### src/rtl/core/sit_pkg.sv
// ----------------------------------------------------------------------------
// sit_pkg
// Shared widths, stage payload types and helpers for the segment
// intersection pipeline.
// ----------------------------------------------------------------------------
package sit_pkg;

    localparam int COORD_WIDTH = 16;
    localparam int DIFF_W      = COORD_WIDTH + 1;
    localparam int PROD_W      = 2 * DIFF_W;
    localparam int CROSS_W     = PROD_W + 1;
    localparam int N_ORIENT    = 4;

    typedef logic signed [COORD_WIDTH-1:0] t_coord;
    typedef logic signed [DIFF_W-1:0]      t_diff;
    typedef logic signed [PROD_W-1:0]      t_prod;
    typedef logic signed [CROSS_W-1:0]     t_cross;

    typedef enum logic [1:0] {
        ORI_ZERO = 2'd0,
        ORI_POS  = 2'd1,
        ORI_NEG  = 2'd2
    } t_orient;

    // Stage 1: edge vectors, offsets to the tested points, bounding box hits.
    typedef struct packed {
        logic [DIFF_W-1:0]                a_dx;
        logic [DIFF_W-1:0]                a_dy;
        logic [DIFF_W-1:0]                b_dx;
        logic [DIFF_W-1:0]                b_dy;
        logic [N_ORIENT-1:0][DIFF_W-1:0]  rx;
        logic [N_ORIENT-1:0][DIFF_W-1:0]  ry;
        logic [N_ORIENT-1:0]              in_box;
    } t_prep;

    // Stage 2: the two partial products of each cross product.
    typedef struct packed {
        logic [N_ORIENT-1:0][PROD_W-1:0]  p_l;
        logic [N_ORIENT-1:0][PROD_W-1:0]  p_r;
        logic [N_ORIENT-1:0]              in_box;
    } t_mul;

    // Stage 3: orientation signs.
    typedef struct packed {
        t_orient [N_ORIENT-1:0]           orient;
        logic    [N_ORIENT-1:0]           in_box;
    } t_ori;

    // q inside the inclusive bounding box spanned by p and r
    function automatic logic in_box(input t_coord px, input t_coord py,
                                    input t_coord qx, input t_coord qy,
                                    input t_coord rx, input t_coord ry);
        logic x_ok;
        logic y_ok;
        x_ok = ((qx <= px) || (qx <= rx)) && ((qx >= px) || (qx >= rx));
        y_ok = ((qy <= py) || (qy <= ry)) && ((qy >= py) || (qy >= ry));
        return x_ok && y_ok;
    endfunction

    function automatic t_diff sub(input t_coord a, input t_coord b);
        return t_diff'(a) - t_diff'(b);
    endfunction

endpackage

### src/rtl/core/sit_prep.sv
// ----------------------------------------------------------------------------
// sit_prep
// Stage 1: coordinate differences for the four cross products and the four
// bounding box tests.
// ----------------------------------------------------------------------------
module sit_prep (
    input  logic            i_clk,
    input  logic            i_rst_n,
    input  logic            i_valid,
    output logic            o_stall,
    input  sit_pkg::t_coord i_a_start_x,
    input  sit_pkg::t_coord i_a_start_y,
    input  sit_pkg::t_coord i_a_end_x,
    input  sit_pkg::t_coord i_a_end_y,
    input  sit_pkg::t_coord i_b_start_x,
    input  sit_pkg::t_coord i_b_start_y,
    input  sit_pkg::t_coord i_b_end_x,
    input  sit_pkg::t_coord i_b_end_y,
    output logic            o_valid,
    input  logic            i_stall,
    output sit_pkg::t_prep  o_data
);
    import sit_pkg::*;

    logic  r_valid;
    t_prep r_data;
    t_prep n_data;

    always_comb begin
        n_data.a_dx   = sub(i_a_end_x, i_a_start_x);
        n_data.a_dy   = sub(i_a_end_y, i_a_start_y);
        n_data.b_dx   = sub(i_b_end_x, i_b_start_x);
        n_data.b_dy   = sub(i_b_end_y, i_b_start_y);
        // B ends against A, then A ends against B, all taken from the far end
        n_data.rx[0]  = sub(i_b_start_x, i_a_end_x);
        n_data.ry[0]  = sub(i_b_start_y, i_a_end_y);
        n_data.rx[1]  = sub(i_b_end_x, i_a_end_x);
        n_data.ry[1]  = sub(i_b_end_y, i_a_end_y);
        n_data.rx[2]  = sub(i_a_start_x, i_b_end_x);
        n_data.ry[2]  = sub(i_a_start_y, i_b_end_y);
        n_data.rx[3]  = sub(i_a_end_x, i_b_end_x);
        n_data.ry[3]  = sub(i_a_end_y, i_b_end_y);
        n_data.in_box[0] = in_box(i_a_start_x, i_a_start_y, i_b_start_x, i_b_start_y,
                                  i_a_end_x, i_a_end_y);
        n_data.in_box[1] = in_box(i_a_start_x, i_a_start_y, i_b_end_x, i_b_end_y,
                                  i_a_end_x, i_a_end_y);
        n_data.in_box[2] = in_box(i_b_start_x, i_b_start_y, i_a_start_x, i_a_start_y,
                                  i_b_end_x, i_b_end_y);
        n_data.in_box[3] = in_box(i_b_start_x, i_b_start_y, i_a_end_x, i_a_end_y,
                                  i_b_end_x, i_b_end_y);
    end

    assign o_stall = r_valid && i_stall;

    always_ff @(posedge i_clk) begin
        if (!i_rst_n) begin
            r_valid <= 1'b0;
        end else if (!o_stall) begin
            r_valid <= i_valid;
        end
    end

    always_ff @(posedge i_clk) begin
        if (!o_stall && i_valid) begin
            r_data <= n_data;
        end
    end

    assign o_valid = r_valid;
    assign o_data  = r_data;

endmodule

### config.mk
export PLATFORM = sky130hd
export DESIGN_NAME = sit_prep
export DESIGN_NICKNAME = d
export VERILOG_FILES = /design/src/rtl/core/sit_pkg.sv /design/src/rtl/core/sit_prep.sv
export SDC_FILE = /design/constraint.sdc
export NUM_CORES = 1
export LEC_CHECK = 0
export ABC_AREA = 1
export BUFFER_PORTS_ARGS = -buffer_cell sky130_fd_sc_hd__buf_2
export CAP_MARGIN = 40
export CORE_ASPECT_RATIO = 0.6
export CORE_MARGIN = 5
export CORE_UTILIZATION = 40
export CTS_CLUSTER_SIZE = 14
export DETAILED_ROUTE_END_ITERATION = 10
export GPL_TIMING_DRIVEN = 0
export PLACE_DENSITY = 0.61
export SLEW_MARGIN = 20
export SYNTH_ARGS = -nofsm -noshare
export SYNTH_HDL_FRONTEND = slang
export SYNTH_SLANG_ARGS = --single-unit
### constraint.sdc
create_clock -name i_clk -period 15.9 [get_ports i_clk]
set_clock_uncertainty 0.15 [all_clocks]
set_input_delay 0 -clock i_clk [delete_from_list [all_inputs] [get_ports i_clk]]
set_output_delay 0 -clock i_clk [all_outputs]
set_load 0.02 [all_outputs]
After elaboration in Yosys (flattened, before gate mapping)
Cells that the tools add are included.
{"block": "totals", "regBits": 209, "latchBits": 0, "ram_bits": 0, "romBits": 0, "in_bits": 132, "out_inout_bits": 210, "wordCells": 89, "mem_count": 0}
{"block": "classes", "n_addsub": 12, "mul": 0, "div_mod_pow": 0, "order_cmp": 32, "n_eq_ne": 0, "shifts": 0, "muxes": 0, "bitwise_logic": 0, "reduce_logical": 31}
{"cell": "16-bit >= comparator", "count": 16}
{"cell": "16-bit <= comparator", "count": 16}
{"cell": "16-bit by 16-bit subtractor with 17-bit output", "count": 12}
{"cell": "1-bit logical OR", "count": 16}
{"cell": "1-bit logical AND", "count": 14}
{"cell": "1-bit zero test", "count": 1}

Logic depth before layout (Yosys ltp)
Gate-level depths: netlist of run 1.
{"block": "depth", "word_depth": 4, "mapped_depth": 17, "ltp_nobuf": 16}

Worst setup path before layout of run 1
Ideal clock, no wire load.
{"block": "synth_timing", "kind": "register to register", "startpoint": "reg r_valid (netlist: o_valid)", "endpoint": "reg r_data (netlist bit o_data[0]) (enable)", "setup_ns": 0.776, "t_arrival_ns": 9.120, "required_ns": 14.974, "slack_ns": 5.854, "stages_incl_launch_ff": 4, "n_path_buf": 0, "synth_period_minus_slack_ns": 10.046, "cell_sequence": "dfxtp_1 nand2_1 inv_1 nor2_1"}
{"block": "synth_via", "elab_chain_cells": 3}
{"item": "start, declared", "line": "sit_prep.sv:25", "text": "logic r_valid;"}
{"item": "start signal, assigned", "line": "sit_prep.sv:59", "text": "r_valid <= i_valid;"}
{"item": "1-bit logical AND", "line": "sit_prep.sv:53", "text": "assign o_stall = r_valid && i_stall;"}
{"item": "via o_stall", "line": "sit_prep.sv:10", "text": "output logic o_stall,"}
{"item": "1-bit zero test", "line": "sit_prep.sv:64", "text": "if (!o_stall && i_valid) begin"}
{"item": "1-bit logical AND", "line": "sit_prep.sv:64"}
{"item": "end signal, assigned", "line": "sit_prep.sv:65", "text": "r_data <= n_data;"}
{"item": "end, declared", "line": "sit_prep.sv:26", "text": "t_prep r_data;"}
The timed path passes the listed nets, and every way through them passes these cells.
A chain may end at the register's enable or synchronous reset.

==> results of run 1 <==
[per-stage QoR]
stage          worst slack, ps  hold slack (ps)
2_1_floorplan             5850             3.81
3_3_place_gp              1650              107
3_5_place_dp             13030              128
4_1_cts                  13090             1.49
5_1_grt                  12790             37.0
6_report                 12890             30.6
[power by group through the flow]
stage / Clock [mW] / Sequential, mW / Combinational [mW]
floorplan: 0 / 0.835 / 0.348
CTS: 0.593 / 0.729 / 0.739
global route: 0.618 / 0.733 / 0.814
global placement: 0 / 0.752 / 0.678
finish: 0.579 / 0.727 / 0.751
detailed placement: 0 / 0.739 / 0.689
[registers in the layout, indices dropped and copies added, names as in the netlist]
signal,count
o_valid,1
o_data,206
[worst paths after layout]
kind	startpoint	to	slack, ps	depth (start not counted)
max	i_a_end_y[8]	o_data[0]	12890	13
min reg2reg	o_valid	o_data[200]	760	4
min	i_a_start_y[10]	o_data[48]	30	3
max reg2reg	o_valid	o_data[129]	13960	5
[tightest hold or removal path, stage by stage]
cell and delay [ps]:
buf_2 140, ha_1 280, xnor2_1 180
[area by class of cell]
cell class,count,share of cell area (%)
multi-input combinational,1467,43.2
sequential,207,27.6
timing repair buffer,517,15.9
inverter,349,5.84
tap,579,3.23
clock buffer,29,2.85
buffer,23,0.702
clock inverter,15,0.680
[cell families after synthesis]
logic type | count (synthesis)
DFF | 207
xor gates and xnor gates | 170
AOI/OAI and AO/OA | 335
and+or+nand+nor | 718
adders and majority gates | 244
buffers and inverters | 372
[cells in the final DEF, fill, tap and decap left out, types with 7 or more instances in the layout]
| cell | count |
|---|---|
| nand4_1 | 22 |
| a21o_1 | 19 |
| a31oi_1 | 8 |
| xor2_1 | 139 |
| buf_4 | 12 |
| buf_2 | 347 |
| nand2_1 | 436 |
| fa_1 | 12 |
| ha_1 | 232 |
| inv_2 | 9 |
| clkbuf_16 | 25 |
| o211ai_1 | 7 |
| nor3_1 | 17 |
| o21bai_1 | 40 |
| nor2_1 | 125 |
| edfxtp_1 | 206 |
| nand2_2 | 14 |
| o21ai_0 | 36 |
| dlygate4sd3_1 | 167 |
| xnor2_1 | 31 |
| inv_1 | 339 |
| o21ai_1 | 15 |
| nand3_1 | 70 |
| a21oi_1 | 169 |
| o21ai_2 | 12 |
[per-layer routing]
metal | part of all wire (%) | wire [µm] | track usage, %
met1 | 49 | 33300 | 43.1
met2 | 37 | 25700 | 36.9
met3 | 11 | 7380 | 8.25
met4 | 3.2 | 2180 | 7.50
met5 | 0.025 | 17 | 0
==> metrics.txt, run 1 <==
Layout Utilization 52.1%; grt ovf 0; Pint 1.30 mW; Post-DP HPWL 58400 µm; port buffer count 341; global-route usage over all layers 27.8%; fin. max-slew vios 0; Post-route DRC 0; area grow syn2layout 29.3%; Flop pwr share 35.3%; ant diodes 0; FF+latch area 6210 µm²; CTS Root Cell clkbuf_16; leak pwr 11.4 nW; clock slew at reported path FFs 60 ps; Hold Fails Final Rpt 0; Post-Synth Simple-Gate Area 17.7%; Post-synth top cells nand2_1 (436), inv_1 (339), ha_1 (232); CP max stage cell a21oi_1; post-synthesis register bit count 207; clock power share 28.1%; most common cell in the netlist nand2_1; Post-Synth Adder-Cell Area 18.1%; Inst Count DP 2974; sequential share of the synthesized area 35.7%; largest family of logic cells by synthesized area adder cells; Pwr Total 2.06 mW; Net Count, Synth 2422; mux cell area share after synthesis 0%; drt wl/cell 21.5 µm; clock sinks 207; period utilization 18.9%; Yosys cell types 46; Yosys Warn Count 0; I/O pin cnt 342; TritonCTS clock tree yes; synthesized area 17400 µm²; maximum clock frequency 333 MHz; Setup crit end kind flip-flop; relative slew slack 37.4%; DR vias 16400; largest net degree at the start of global routing 30; Critical path buffers and inverters 3; Post-synth EDFFs 206; CP Data Required Time 16050 ps; crit path kind in -> reg; wirelength, routed 68600 µm; CTS resizes 0; crit-path max FO 4; Clock Tree Buf Depth 3; maximum vdd drop 0.0000899 V; Num CTS Buffers 24; initial antenna violation count 1; Final ANT Viol Nets 0; part of the power in combinational logic 36.5%; hold_buf cts 167; ys async rst share 0%; gpl congestion 1.05; Setup Total Neg Slack 0 ps; H-tree levels 1; die height 171 µm; layout cells sized above 1 18.1%; top cells by area, synth edfxtp_1 (36%), ha_1 (17%), nand2_1 (9.4%); top_reg_cell synth edfxtp_1; fin crit period 3010 ps; Initial Util 40.3%; DR vias/cell 5.16; site row count 59; Gate Count Post-Synth 2046; status completed; vias in the first global route 15800; Worst-Margin Slew 939 ps; mean post-synth cell area 8.49 µm²; final setup fails 0; critical path's largest stage delay 610 ps; Net Sw Power 0.753 mW; Non-Filler Instances 3186; first-pass GRT wire length 99400 µm; RSZ-0062 raised after global routing false; xor and xnor area share after synthesis 8.57%; Synth Area in Compound Gates 11.5%; drt first pass iters 6; delay-heaviest family, CP simple AND/OR/NAND/NOR gates; Critical Path AT 3160 ps; fin area 22500 µm²; fin nets 2965; Worst Hold Class in -> reg; crit start category input port; FILL cells 4204; Synth area leader edfxtp_1; area of the multi-input gates 9700 µm²; setup bufs post-CTS 0; Sw Ratio 36.6%; crit path cell chain dlygate4sd3_1 -> buf_2 -> inv_1 -> ha_1 -> nand2_1 -> nor2_1 -> nand3_1 -> nand3_1 -> nand2_1 -> a21oi_1 -> nand3_1 -> nand2_1 -> nor2_1; Worst-Skew Late Latency 540 ps; PD cells 91.6 nW/µm²; starting DRC count in detailed routing 1559; max_cap viols 0; die area 47800 µm²; Core Area 43100 µm²; Synth top area share 35.6%; placed cell area 20000 µm²; die width 279 µm
No activity file was read; power rests on OpenSTA's default activity.
==> inputs of run 2 (changes only) <==
==> constraint.sdc (replaced) <==
create_clock -name i_clk -period 3.1 [get_ports i_clk]
set_clock_uncertainty 0.15 [all_clocks]
set_input_delay 0 -clock i_clk [delete_from_list [all_inputs] [get_ports i_clk]]
set_output_delay 0 -clock i_clk [all_outputs]
set_load 0.02 [all_outputs]
==> run 2 against run 1 <==
- clock power increased to 5.6 times the previous value
- count of clock-buffer cells in the layout decreased by 2
- non-clock buffer count decreased by 5
- worst setup slack got worse by 13000 ps
- highest routed layer unchanged
==> metrics.txt, run 2 (synthesis gave the netlist of run 1 again) <==
Post-DP HPWL 58600 µm; die height 171 µm; drt first pass iters 6; DR vias 16300; global-route usage over all layers 27.9%; final setup fails 0; status completed; Worst-Skew Late Latency 540 ps; CTS Root Cell clkbuf_16; H-tree levels 1; clock sinks 207; Non-Filler Instances 3184; first-pass GRT wire length 99400 µm; layout cells sized above 1 18.4%; TritonCTS clock tree yes; die area 47800 µm²; worst r2r src o_valid; Post-route DRC 0; vias in the first global route 15900; starting DRC count in detailed routing 1473; Setup crit end kind flip-flop; drt wl/cell 21.7 µm; die width 279 µm; pre-CTS setup slack 252 ps; Hold Crit Start i_a_start_y[10]; leak pwr 11.4 nW; Layout Utilization 52.3%; crit start category input port; gpl congestion 1.03; placed cell area 20000 µm²; leading cell type in the layout, fill and taps excluded nand2_1; PD cells 480 nW/µm²; Clock Tree Buf Depth 3; CP Data Required Time 3250 ps; period utilization 98.0%; clock slew at reported path FFs 70 ps; Critical Path AT 3190 ps; maximum vdd drop 0.000335 V; area grow syn2layout 29.7%; grt ovf 0; largest net degree at the start of global routing 30; R2R cell count 8; max_cap viols 0; crit path from i_a_end_x[1]; max reg flops 206; Worst Hold Class in -> reg; crit path kind in -> reg; wirelength, routed 69000 µm; initial antenna violation count 3; fin area 22500 µm²; port buffer count 341; fin. max-slew vios 0; Min Hold Slack 1.70 ps; Setup Total Neg Slack 0 ps; maximum clock frequency 329 MHz; fin crit period 3040 ps; Hold Fails Final Rpt 0; relative slew slack 44.2%; crit-path max FO 5; most frequent cells in the layout nand2_1 (435), buf_2 (347), inv_1 (337); Inst Count DP 2975; Num CTS Buffers 24; DR vias/cell 5.13; site row count 59; Core Area 43100 µm²; Final ANT Viol Nets 0; worst hold stages 3; fin nets 2960; fin worst setup slack 61.1 ps; Worst-Margin Slew 837 ps; RSZ-0062 raised after global routing false; I/O pin cnt 342; Pwr Total 10.8 mW; Initial Util 40.3%
run 2: cell count changes in the layout (fill, tap and decap cells not counted), moves of 3 or more:
cell | previous run | this run
dlygate4sd3_1 | 167 | 161
clkinv_2 | 6 | 2
clkinvlp_4 | 0 | 4
bufinv_16 | 3 | 6
diode_2 | 0 | 3
run 2: worst max-delay path, stage by stage:
cell and delay, ps:
dlygate4sd3_1 530, buf_2 310, clkinvlp_4 310, fa_1 510, o21ai_2 250, a21boi_1 130
o21ai_0 300, a21oi_1 140, xor2_1 160, dlygate4sd3_1 550
run 2: where the power goes:
| part | internal (mW) | switching (mW) | total, mW |
|---|---|---|---|
| clock | 1.97 | 1.27 | 3.24 |
| combinational | 1.34 | 2.50 | 3.84 |
| sequential | 3.61 | 0.112 | 3.73 |
run 2: layout make-up:
class,count,area (µm²)
fill,4187,20600
multi-input combinational,1467,9710
sequential,207,6210
timing repair buffer,512,3530
inverter,349,1320
tap,579,724
clock buffer,27,633
clock inverter,17,245
buffer,23,158
antenna,3,7.51
run 2: routing by layer:
metal | wire, µm | track usage (%)
met2 | 25900 | 37.5
met1 | 34000 | 43.6
met5 | 143 | 1.87
met4 | 2040 | 7.24
met3 | 6900 | 7.14
run 2: final timing paths:
path | to | slack [ps]
worst max-delay path | o_data[201] | 60
worst min-delay path | o_data[48] | 2
worst max register to register | o_data[81] | 230
worst min register to register | o_valid | 930
run 2: timing repair:
action                                 CTS  global route
hold buffers                           161             0
endpoints found under the hold margin  224             0
setup buffers                            0             1
setup endpoints to repair                0             1
gates resized for setup                  0             1
