**src/rtl/core/sit_pkg.sv**
```systemverilog
// ----------------------------------------------------------------------------
// sit_pkg
// Shared widths, stage payload types and helpers for the segment
// intersection pipeline.
// ----------------------------------------------------------------------------
package sit_pkg;

    localparam int COORD_WIDTH = 16;
    localparam int DIFF_W      = COORD_WIDTH + 1;
    localparam int PROD_W      = 2 * DIFF_W;
    localparam int CROSS_W     = PROD_W + 1;
    localparam int N_ORIENT    = 4;

    typedef logic signed [COORD_WIDTH-1:0] t_coord;
    typedef logic signed [DIFF_W-1:0]      t_diff;
    typedef logic signed [PROD_W-1:0]      t_prod;
    typedef logic signed [CROSS_W-1:0]     t_cross;

    typedef enum logic [1:0] {
        ORI_ZERO = 2'd0,
        ORI_POS  = 2'd1,
        ORI_NEG  = 2'd2
    } t_orient;

    // Stage 1: edge vectors, offsets to the tested points, bounding box hits.
    typedef struct packed {
        logic [DIFF_W-1:0]                a_dx;
        logic [DIFF_W-1:0]                a_dy;
        logic [DIFF_W-1:0]                b_dx;
        logic [DIFF_W-1:0]                b_dy;
        logic [N_ORIENT-1:0][DIFF_W-1:0]  rx;
        logic [N_ORIENT-1:0][DIFF_W-1:0]  ry;
        logic [N_ORIENT-1:0]              in_box;
    } t_prep;

    // Stage 2: the two partial products of each cross product.
    typedef struct packed {
        logic [N_ORIENT-1:0][PROD_W-1:0]  p_l;
        logic [N_ORIENT-1:0][PROD_W-1:0]  p_r;
        logic [N_ORIENT-1:0]              in_box;
    } t_mul;

    // Stage 3: orientation signs.
    typedef struct packed {
        t_orient [N_ORIENT-1:0]           orient;
        logic    [N_ORIENT-1:0]           in_box;
    } t_ori;

    // q inside the inclusive bounding box spanned by p and r
    function automatic logic in_box(input t_coord px, input t_coord py,
                                    input t_coord qx, input t_coord qy,
                                    input t_coord rx, input t_coord ry);
        logic x_ok;
        logic y_ok;
        x_ok = ((qx <= px) || (qx <= rx)) && ((qx >= px) || (qx >= rx));
        y_ok = ((qy <= py) || (qy <= ry)) && ((qy >= py) || (qy >= ry));
        return x_ok && y_ok;
    endfunction

    function automatic t_diff sub(input t_coord a, input t_coord b);
        return t_diff'(a) - t_diff'(b);
    endfunction

endpackage

```
**src/rtl/core/sit_orient.sv**
```systemverilog
// ----------------------------------------------------------------------------
// sit_orient
// Stage 3: subtracts the product pairs and reduces each cross product to
// its orientation (collinear, positive, negative).
// ----------------------------------------------------------------------------
module sit_orient (
    input  logic          i_clk,
    input  logic          i_rst_n,
    input  logic          i_valid,
    output logic          o_stall,
    input  sit_pkg::t_mul i_data,
    output logic          o_valid,
    input  logic          i_stall,
    output sit_pkg::t_ori o_data
);
    import sit_pkg::*;

    logic   r_valid;
    t_ori   r_data;
    t_ori   n_data;
    t_cross xprod [N_ORIENT];

    always_comb begin
        for (int k = 0; k < N_ORIENT; k++) begin
            xprod[k] = t_cross'($signed(i_data.p_l[k])) - t_cross'($signed(i_data.p_r[k]));
            if (xprod[k] == '0) begin
                n_data.orient[k] = ORI_ZERO;
            end else if (xprod[k][CROSS_W-1]) begin
                n_data.orient[k] = ORI_NEG;
            end else begin
                n_data.orient[k] = ORI_POS;
            end
        end
        n_data.in_box = i_data.in_box;
    end

    assign o_stall = r_valid && i_stall;

    always_ff @(posedge i_clk) begin
        if (!i_rst_n) begin
            r_valid <= 1'b0;
        end else if (!o_stall) begin
            r_valid <= i_valid;
        end
    end

    always_ff @(posedge i_clk) begin
        if (!o_stall && i_valid) begin
            r_data <= n_data;
        end
    end

    assign o_valid = r_valid;
    assign o_data  = r_data;

endmodule

```
**config.mk**
```make
export PLATFORM = sky130hd
export DESIGN_NAME = sit_orient
export DESIGN_NICKNAME = d
export VERILOG_FILES = /design/src/rtl/core/sit_pkg.sv /design/src/rtl/core/sit_orient.sv
export SDC_FILE = /design/constraint.sdc
export NUM_CORES = 1
export LEC_CHECK = 0
export ABC_AREA = 1
export BUFFER_PORTS_ARGS = -buffer_cell sky130_fd_sc_hd__buf_2
export CORE_UTILIZATION = 40
export CTS_CLUSTER_SIZE = 14
export DETAILED_ROUTE_END_ITERATION = 10
export PLACE_DENSITY = 0.71
export RECOVER_POWER = 100
export SYNTH_ARGS = -nofsm -noshare
export SYNTH_HDL_FRONTEND = slang
export SYNTH_SLANG_ARGS = --single-unit
export TNS_END_PERCENT = 30
```
**constraint.sdc**
```tcl
create_clock -name i_clk -period 2.2 [get_ports i_clk]
set_input_delay 0.22 -clock i_clk [delete_from_list [all_inputs] [get_ports i_clk]]
set_output_delay 0.22 -clock i_clk [all_outputs]
set_load 0.03 [all_outputs]
```
# == Yosys cells after proc, flatten, opt, wreduce, memory -nomap -nowiden ==
# Cells that the tools add are included.
# word_totals
input_bits,280
output_inout_bits,14
ff_bits,13
# op_classes
n_mux,4
add_sub_neg,4
n_reduce_logical,7
# ops
op,n
zero test 35 bit,4
subtractor 34 x 34 -> 35 bit,4
two-way mux 2 bit,4
logical AND 1 bit,2
zero test 1 bit,1

# == Depth between registers and ports, before layout ==
# Gate-level depths: netlist of the first run.
# depth
ltp_word,3
mapped_depth,21
mapped_depth_nobuf,20

# == Least setup slack after synthesis of the first run ==
# Ideal clock, no wire load.
# synth_path
path_type,in2reg
start,input port i_data[242] (netlist bit)
end,"register r_data, in the netlist o_data[10], data pin"
arrival_ps,1925
n_path_buf,0
path_stages,20
setup_time_ps,252
t_required_ps,1948
setup_slack_ps,23
cell_sequence,inv_1 ha_1 inv_1 fa_1 nand3_1 nand3_2 nand2_1 nand2_2 nand2_1 nand2_1 nand2_1 nand2_1 nand2_1 nand2_1 nor2_1 nand2_1 nor2_1 nand2_1 nor2_1 nor2_1
# synth_between
elab_chain_len,2
word_cells_on_any_way,3
classes_between,add/sub (1); mux (1); reduce/logical (1)
# synth_rtl
item,line_no,text
from (decl),sit_orient.sv:11,"input sit_pkg::t_mul i_data,"
subtractor 34 x 34 -> 35 bit (*),sit_orient.sv:25,xprod[k] = t_cross'($signed(i_data.p_l[k])) - t_cross'($signed(i_data.p_r[k]));
zero test 35 bit or two-way mux 2 bit (tied branches),"sit_orient.sv:26, sit_orient.sv:28",
to (signal assigned),sit_orient.sv:49,r_data <= n_data;
to (decl),sit_orient.sv:19,t_ori r_data;
# Mark *: on every way between the ends. The rest lies on a longest branch, timed or not.
# A chain may end at the register's enable or synchronous reset.

# == Worst setup path after layout of the first run ==
# Ends and elaborated chain as after synthesis.

==> flow_summary.toml, run 1 <==
[timing]
period_needed_ns = 2.28
fin_ws_ns = -0.0808
tightest_slew_ns = 0.691
maxSlewViolCount = 0
holdWs_ns = 0.144
skew_ns = 0.00332
fin_crit_sh_pct = 104
slew_headroom_pct = 54.0
finalSetupTns_ns = -0.0984
max_freq_mhz = 438
finalHoldViolCount = 0
setup-violations-final = 2
grt_setup_unrepaired = "yes"

[route]
highest_layer = "met4"
drtIter0Drc = 1115
routed-wl-met2_um = 20400
via_per_inst = 4.75
wl_met3_um = 2470
wl_um = 43300
first_pass_iters = 6
vias = 16799
drc_errors = 0
wire_per_inst_um = 12.2
met1_length_um = 19400
ant_nets = 0

[placed_design]
io_buffers = 293
gp_congestion = 0.974
post-place-ws_ns = -0.374
placed_area_mm2 = 0.0161
dpl.cell_count = 3532
post-dp-hpwl_um = 38800

[synthesis]
synthesis.nets = 3003
async_flop_share_pct = 0
synth.largest_area_cell = "nand2_1"
yosysWarningCount = 0
synth_area_leaders = "nand2_1 (32%), inv_1 (20%), ha_1 (14%), nor2_1 (8.0%), nand3_1 (6.6%)"
syn_area_mm2 = 0.0122
avgSynthCellArea_um2 = 4.72
synth_cell_types = 39
yosysSeqAreaShare_pct = 3.12
yosys_register_bits = 13
synth_top_area_share_pct = 31.7
synth_edf_count = 12
syn-instance-count = 2583
synth_ff_type = "edfxtp_1"

[layout]
fin_util_pct = 54.9
multi_input_area_mm2 = 0.00942
layout_common_cells = "nand2_1 (1022), inv_1 (658), buf_2 (279)"
fin_cells = 3540
final_common_cell = "nand2_1"
layout.nets = 3570
drive_gt1_share_pct = 20.7
fillers = 3285
syn_to_final_growth_pct = 34.1
seq_area_um2 = 380
fin_area_mm2 = 0.0164

[setup_path]
crit_path_start_kind = "input port"
cp_data_arrival_time_ns = 2.28
r2r-start = "o_valid"
worstPathRequired_ns = 2.20
critPathLaunch = "i_data[242]"
critical_path_class = "input port to flip-flop"
worstSetupEndpointType = "flip-flop"
path_max_fanout = 3

[worst_hold_path]
hold_start = "i_data[1]"
hold_path_class = "input port to flip-flop"

[power_and_ir_drop]
cellPowerDensity_mw_per_mm2 = 299
p_leak_nw = 10.9
power.total_mw = 4.88
ir_drop_uv = 177

[global_route]
antenna_found_initial = 0
grt_pass1_wl_um = 70000
grt_overflow = 0
grt_max_degree = 11
track_usage_pct = 27.2
grt_pass1_vias = 15649

[die]
coreArea_mm2 = 0.0298
rows = 63
initial_core_util_pct = 40.9
num_io_pins = 294
die_y_um = 177
fp.dieW_um = 177
die-area_mm2 = 0.0312

[cts]
cts_sinks = 13
cts_max_path_buffers = 2
htree_levels = 1
path_clk_slew_ns = 0.05
clk_latency_ns = 0.25
cts_tree = "yes"
cts_root_buf = "clkbuf_16"
numCtsBuffers = 3

[outcome]
status = "complete, but fails checks"
violations = "setup timing"

[run]
cap_violations = 0
## final cells by class
class / instances / area share (%)
Antenna cell: 1 / 0.0153
Inverter: 671 / 15.4
Timing Repair Buffer: 563 / 21.2
Tap cell: 390 / 2.98
Sequential cell: 13 / 2.33
Clock buffer: 4 / 0.482
Multi-Input combinational cell: 1898 / 57.6
## worst max-delay path, cell delays in order
cell and delay [ns]:
buf_2 0.09, inv_1 0.04, ha_1 0.13, inv_1 0.06
fa_2 0.40, buf_4 0.15, xor2_1 0.14, nor2_1 0.09
nand2_1 0.05, nor2_1 0.09, nand2_1 0.07, nor2_2 0.11
nand3_1 0.10, nor2_2 0.13, nand2_1 0.06, nor2_1 0.11
nand3_1 0.09, nor2_1 0.11, nor2_1 0.06
## path summary, 6_finish.rpt
check | slack, ns | end | depth (start not counted)
worst max-delay path | -0.08 | o_data[10] | 19
worst min-delay path | 0.14 | o_data[1] | 1
worst max register to register | 0.56 | o_data[11] | 4
worst min register to register | 0.51 | o_valid | 2
## cells in the mapped netlist, types with 2 or more instances
| cell type | number |
|---|---|
| o21bai_1 | 8 |
| nand2_1 | 1031 |
| nor3_1 | 30 |
| nand4_1 | 36 |
| a21oi_1 | 86 |
| nand3b_1 | 21 |
| nand3_1 | 161 |
| inv_2 | 11 |
| o21ai_0 | 34 |
| o21a_1 | 2 |
| fa_1 | 4 |
| o21ai_1 | 2 |
| a21o_1 | 2 |
| inv_1 | 658 |
| ha_1 | 136 |
| nor2_2 | 11 |
| a21oi_2 | 4 |
| clkinv_1 | 2 |
| nand2_2 | 28 |
| xnor2_1 | 3 |
| nand3_2 | 6 |
| and2_1 | 7 |
| nor4_1 | 4 |
| nor2_1 | 260 |
| edfxtp_1 | 12 |
| a31oi_1 | 3 |
| xor2_1 | 8 |
| nor3_2 | 2 |
## per-layer routing
layer / vias to the layer above / track usage (%)
met2: 518 / 49.2
met3: 57 / 1.25
met5: - / 0
li1: 8860 / -
met4: 0 / 6.21
met1: 7364 / 35.2
## power by group
part / switching [mW] / internal (mW)
Clock: 0.125 / 0.246
Sequential: 0.0130 / 0.305
Combinational: 2.45 / 1.74
## cell families (layout without fill, tap and decap cells)
group,after synthesis,count (layout),share of synthesized area [%]
other cells,0,1,0
simple gates,1603,1603,54.4
fa+ha+maj,140,140,14.6
xor+xnor,11,11,0.790
buf+inv,672,1238,20.7
flops,13,13,3.12
compound gates,144,144,6.37
## state kept, by name (all words and copies together) (netlist names)
| register | count |
|---|---|
| o_valid | 1 |
| o_data | 12 |
## repair_timing
action,4_1_cts,5_1_grt
endpoints found under the setup margin,4,6
buffers inserted,0,3
pin swaps,0,8
resized for setup,8,30
hold buffers,0,0
gates cloned,0,0
Note: power is estimated with default switching activity, not from simulation.
==> run 2: changes to the inputs <==
- CELL_PAD_IN_SITES_DETAIL_PLACEMENT: unset -> 1
- CELL_PAD_IN_SITES_GLOBAL_PLACEMENT: unset -> 1
- CORE_ASPECT_RATIO: unset -> 0.7
- CORE_UTILIZATION: 40 -> 32
- PLACE_DENSITY: 0.71 -> 0.85
==> run 2 against run 1 <==
Net effect:
- the run still ends with setup timing left
- hold slack better by 0.0099 ns
- first-iteration DRC count is 10% higher
- clock skew is 0.0052 ns higher
- register-to-register slack hardly changed
- via count is 6.9% higher
- wire length is 35% higher
- clock power is 2% lower
==> flow_summary.toml, run 2 (synthesis results as in run 1) <==
[cts]
path_clk_slew_ns = 0.05
cts_hold_buffers = 0
clk_latency_ns = 0.25
cts_tree = "yes"
cts_sinks = 13
cts_root_buf = "clkbuf_16"
numCtsBuffers = 3
cts_max_path_buffers = 2
htree_levels = 1

[timing]
fin_crit_sh_pct = 106
finalSetupTns_ns = -0.358
tightest_slew_ns = 0.937
skew_ns = 0.00851
grt_setup_unrepaired = "yes"
slew_headroom_pct = 37.5
max_freq_mhz = 430
holdWs_ns = 0.153
fin_ws_ns = -0.124
finalHoldViolCount = 0
setup-violations-final = 4
period_needed_ns = 2.32
maxSlewViolCount = 0

[setup_path]
crit_path_cell_trace = "buf_2, inv_1, ha_2, nand2_1, inv_1, nand2_1, nand2_1, inv_1, nand3_2, nand2_1, nand2_1, inv_1, nand2_1, nand2_1, nor2_1, nand2_1, nor2_4, nand2_1, nor2_1, nor2_1"
worstSetupEndpointType = "flip-flop"
path_max_fanout = 4
r2r-start = "o_valid"
cp_data_arrival_time_ns = 2.32
rrSetupSlack_ns = 0.57
slowest_delay_ns = 0.36
crit_path_start_kind = "input port"
ff2ff_path_depth = 4
regToRegEndpoint = "o_data[4]"
path_buf_inv = 5
crit_slowest_cell = "ha_2"
worstPathRequired_ns = 2.20
critPathTopFamily = "simple AND/OR/NAND/NOR gates"
path_common_cell = "nand2_1"
critical_path_class = "input port to flip-flop"

[global_route]
antenna_found_initial = 1
grt_pass1_vias = 18005
grt_overflow = 0
use_met1_pct = 39.3
grt_max_degree = 13
grt_busiest_layer = "met2"
use_met2_pct = 47.8
grt_pass1_wl_um = 89000
use_met3_pct = 0.997
track_usage_pct = 27.9

[die]
die_y_um = 165
die-area_mm2 = 0.0389
rows = 59
num_io_pins = 294
initial_core_util_pct = 32.6
fp.dieW_um = 235
coreArea_mm2 = 0.0374

[worst_hold_path]
hold_start = "i_data[2]"
min_path_cells = 1
hold_path_class = "input port to flip-flop"
whs_endpoint = "o_data[2]"

[power_and_ir_drop]
p_leak_nw = 11.0
cellPowerDensity_mw_per_mm2 = 318
power.total_mw = 5.47
ir_drop_uv = 161

[route]
vias = 17952
drc_errors = 0
drtIter0Drc = 1226
via_per_inst = 4.92
wire_per_inst_um = 16.0
ant_nets = 0
wl_um = 58400
first_pass_iters = 5

[layout]
final_common_cell = "nand2_1"
layout.nets = 3580
syn_to_final_growth_pct = 41.3
layout_common_cells = "nand2_1 (975), inv_1 (650), buf_2 (277)"
drive_gt1_share_pct = 25.7
largest_reg_flops = 12

[placed_design]
gp_congestion = 0.963
post-place-ws_ns = -0.596
post-dp-hpwl_um = 50500
io_buffers = 293

[run]
cap_violations = 0

[outcome]
status = "complete, but fails checks"
violations = "setup timing"
[run 2: changes by cell type in the layout (fill, tap and decap cells not counted), moves of 7 or more]
cell,delta
nor2_1,-26
ha_1,-31
nor2_2,+21
ha_2,+16
nor3_1,-7
a21oi_1,-21
a21oi_2,+19
nand2_1,-47
inv_1,-8
nand2_2,+41
buf_4,+11
ha_4,+15
[run 2: metal layers]
metal,vias up,part of all wire [%]
met5,-,0
met4,0,1.9
met3,87,5.2
met2,550,46
met1,8442,47
li1,8873,-
[run 2: stage by stage]
step | util, % | instance area, µm² | std cells
after floorplan | - | 12200 | 2583
after global placement | 43.7 | 16300 | 3637
after detailed placement | 43.7 | 16300 | 3637
after CTS | 44.6 | 16600 | 3643
after global routing | 46.1 | 17200 | 3648
final | 46.1 | 17200 | 3648
[run 2: layout make-up]
class	count	area, µm²
multi-input combinational	1898	10100
clock buffer	4	78.8
tap	488	611
inverter	671	2530
antenna	1	2.50
timing repair buffer	573	3570
fill	5648	20100
sequential	13	380
[run 2: where the power goes]
| group | internal [mW] | switching, mW | total, mW |
|---|---|---|---|
| combinational | 1.88 | 2.92 | 4.80 |
| sequential | 0.305 | 0.00942 | 0.315 |
| clock | 0.246 | 0.118 | 0.363 |
[run 2: what timing repair did]
| action | in CTS | in global routing |
|---|---|---|
| buffers inserted | 2 | 4 |
| resized for setup | 62 | 156 |
| pin swaps | 22 | 49 |
| gates cloned | 0 | 0 |
| setup endpoints to repair | 4 | 8 |
[run 2: worst max-delay path by stage]
stage,to,start,depth (start not counted)
floorplan,o_data[10],i_data[242],20
global placement,o_data[6],i_data[174],21
detailed placement,o_data[6],i_data[174],21
CTS,o_data[6],i_data[174],19
global route,o_data[8],i_data[76],18
finish,o_data[6],i_data[46],20
==> run 3: changes to the inputs <==
- CELL_PAD_IN_SITES_DETAIL_PLACEMENT: 1 -> 0
- CELL_PAD_IN_SITES_GLOBAL_PLACEMENT: 1 -> 2
- CORE_UTILIZATION: 32 -> 23
- PLACE_DENSITY: 0.85 -> 0.84
- SETUP_SLACK_MARGIN: unset -> 0.2
==> run 3 against run 2 <==
Net effect:
- die area grew 39%
- setup slack better by 0.066 ns
- wire length decreased by 11%
- highest routed layer unchanged
- global-route usage down 9.2 points
- utilization is 11 points lower
- the run still ends with setup timing left
- hold slack got worse by 0.021 ns
- total power up 0.43%
==> flow_summary.toml, run 3 (synthesis results as in run 1) <==
[outcome]
status = "complete, but fails checks"
violations = "setup timing"

[cts]
cts_max_path_buffers = 2
cts_sinks = 13
path_clk_slew_ns = 0.06
clk_latency_ns = 0.26
cts_hold_buffers = 0
htree_levels = 1
numCtsBuffers = 3
cts_root_buf = "clkbuf_16"
cts_tree = "yes"

[die]
initial_core_util_pct = 23.3
num_io_pins = 294
fp.dieW_um = 277
die_y_um = 195
rows = 70
coreArea_mm2 = 0.0523
die-area_mm2 = 0.0540

[setup_path]
worstSetupEndpointType = "flip-flop"
crit_slowest_cell = "fa_2"
worstPathRequired_ns = 2.21
rrSetupSlack_ns = 0.34
cp_data_arrival_time_ns = 2.27
regToRegEndpoint = "o_data[6]"
path_buf_inv = 5
crit_path_cell_trace = "buf_2, inv_2, ha_4, inv_2, fa_2, buf_4, xor2_1, nor2_1, o21ai_0, inv_1, nand2_1, a21oi_2, nand2_1, nor2_1, nand2_1, nor2_2, nand3_1, nor2_1, nor2_1"
r2r-start = "o_valid"
critPathLaunch = "i_data[174]"
path_max_fanout = 3
ff2ff_path_depth = 4
critical_path_class = "input port to flip-flop"
crit_path_start_kind = "input port"
path_common_cell = "nor2_1"
critPathTopFamily = "simple AND/OR/NAND/NOR gates"
slowest_delay_ns = 0.36

[timing]
setup-violations-final = 3
maxSlewViolCount = 0
tightest_slew_ns = 1.06
slew_headroom_pct = 29.4
fin_crit_sh_pct = 103
finalHoldViolCount = 0
holdWs_ns = 0.133
skew_ns = 0.00400
period_needed_ns = 2.26
finalSetupTns_ns = -0.132
grt_setup_unrepaired = "yes"
fin_ws_ns = -0.0580
max_freq_mhz = 443

[global_route]
antenna_found_initial = 3
grt_max_degree = 13
grt_pass1_wl_um = 82600
grt_overflow = 0
grt_pass1_vias = 16494
track_usage_pct = 18.7

[placed_design]
placed_area_mm2 = 0.0171
post-place-ws_ns = -0.658
gp_congestion = 0.966
post-dp-hpwl_um = 46600
dpl.cell_count = 3899
io_buffers = 293

[layout]
final_common_cell = "nand2_1"
layout.nets = 3648
drive_gt1_share_pct = 28.7
layout_common_cells = "nand2_1 (961), inv_1 (648), buf_4 (343)"
syn_to_final_growth_pct = 49.1
largest_reg_flops = 12
fin_util_pct = 34.8
fin_cells = 3913
fin_area_mm2 = 0.0182

[route]
drc_errors = 0
wl_um = 51700
first_pass_iters = 5
drtIter0Drc = 1053
via_per_inst = 4.34
ant_nets = 0
wire_per_inst_um = 13.2
vias = 16984

[worst_hold_path]
hold_path_class = "input port to flip-flop"
whs_endpoint = "o_data[1]"
min_path_cells = 1
hold_start = "i_data[1]"

[run]
cap_violations = 0

[power_and_ir_drop]
p_leak_nw = 11.3
ir_drop_uv = 218
cellPowerDensity_mw_per_mm2 = 302
power.total_mw = 5.50
[run 3: changes by cell type in the layout (fill, tap and decap cells not counted), sizes merged]
cell / previous run / this run
clkinv: 2 / 3
buf: 558 / 623
clkbuf: 19 / 21
diode: 1 / 2
[run 3: worst max-delay path by stage]
stage,to,slack (ns),cells after the start
floorplan,o_data[10],0.13,20
global placement,o_data[10],-0.64,21
detailed placement,o_data[10],-0.66,21
CTS,o_data[6],-0.03,22
global route,o_data[6],-0.23,20
finish,o_data[6],-0.06,19
[run 3: routing by layer]
| metal | track usage [%] | vias up | part of all wire (%) |
|---|---|---|---|
| li1 | - | 9015 | - |
| met3 | 1.47 | 28 | 5.2 |
| met4 | 2.02 | 0 | 0.90 |
| met5 | 0 | - | 0 |
| met1 | 28.8 | 7565 | 54 |
| met2 | 28.7 | 376 | 40 |
[run 3: report_power, final]
group | switching (mW) | total, mW | internal, mW | leakage [nW]
sequential | 0.0139 | 0.319 | 0.305 | 0.124
clock | 0.154 | 0.399 | 0.245 | 0.0409
combinational | 2.76 | 4.78 | 2.02 | 11.1
total | 2.93 | 5.50 | 2.57 | 11.3
[run 3: what timing repair did]
action / 4_1_cts / 5_1_grt
setup buffers: 6 / 2
gates resized for setup: 123 / 139
gates cloned: 0 / 0
pin swaps: 43 / 30
endpoints found under the setup margin: 8 / 8
[run 3: layout make-up]
cell class / instances / area, µm²
Antenna cell: 2 / 5.00
Fill cell: 5930 / 34100
Multi-Input combinational cell: 1898 / 10200
Inverter: 671 / 2540
Clock inverter: 1 / 5.00
Timing Repair Buffer: 641 / 4090
Clock buffer: 3 / 75.1
Sequential cell: 13 / 380
Tap cell: 684 / 856
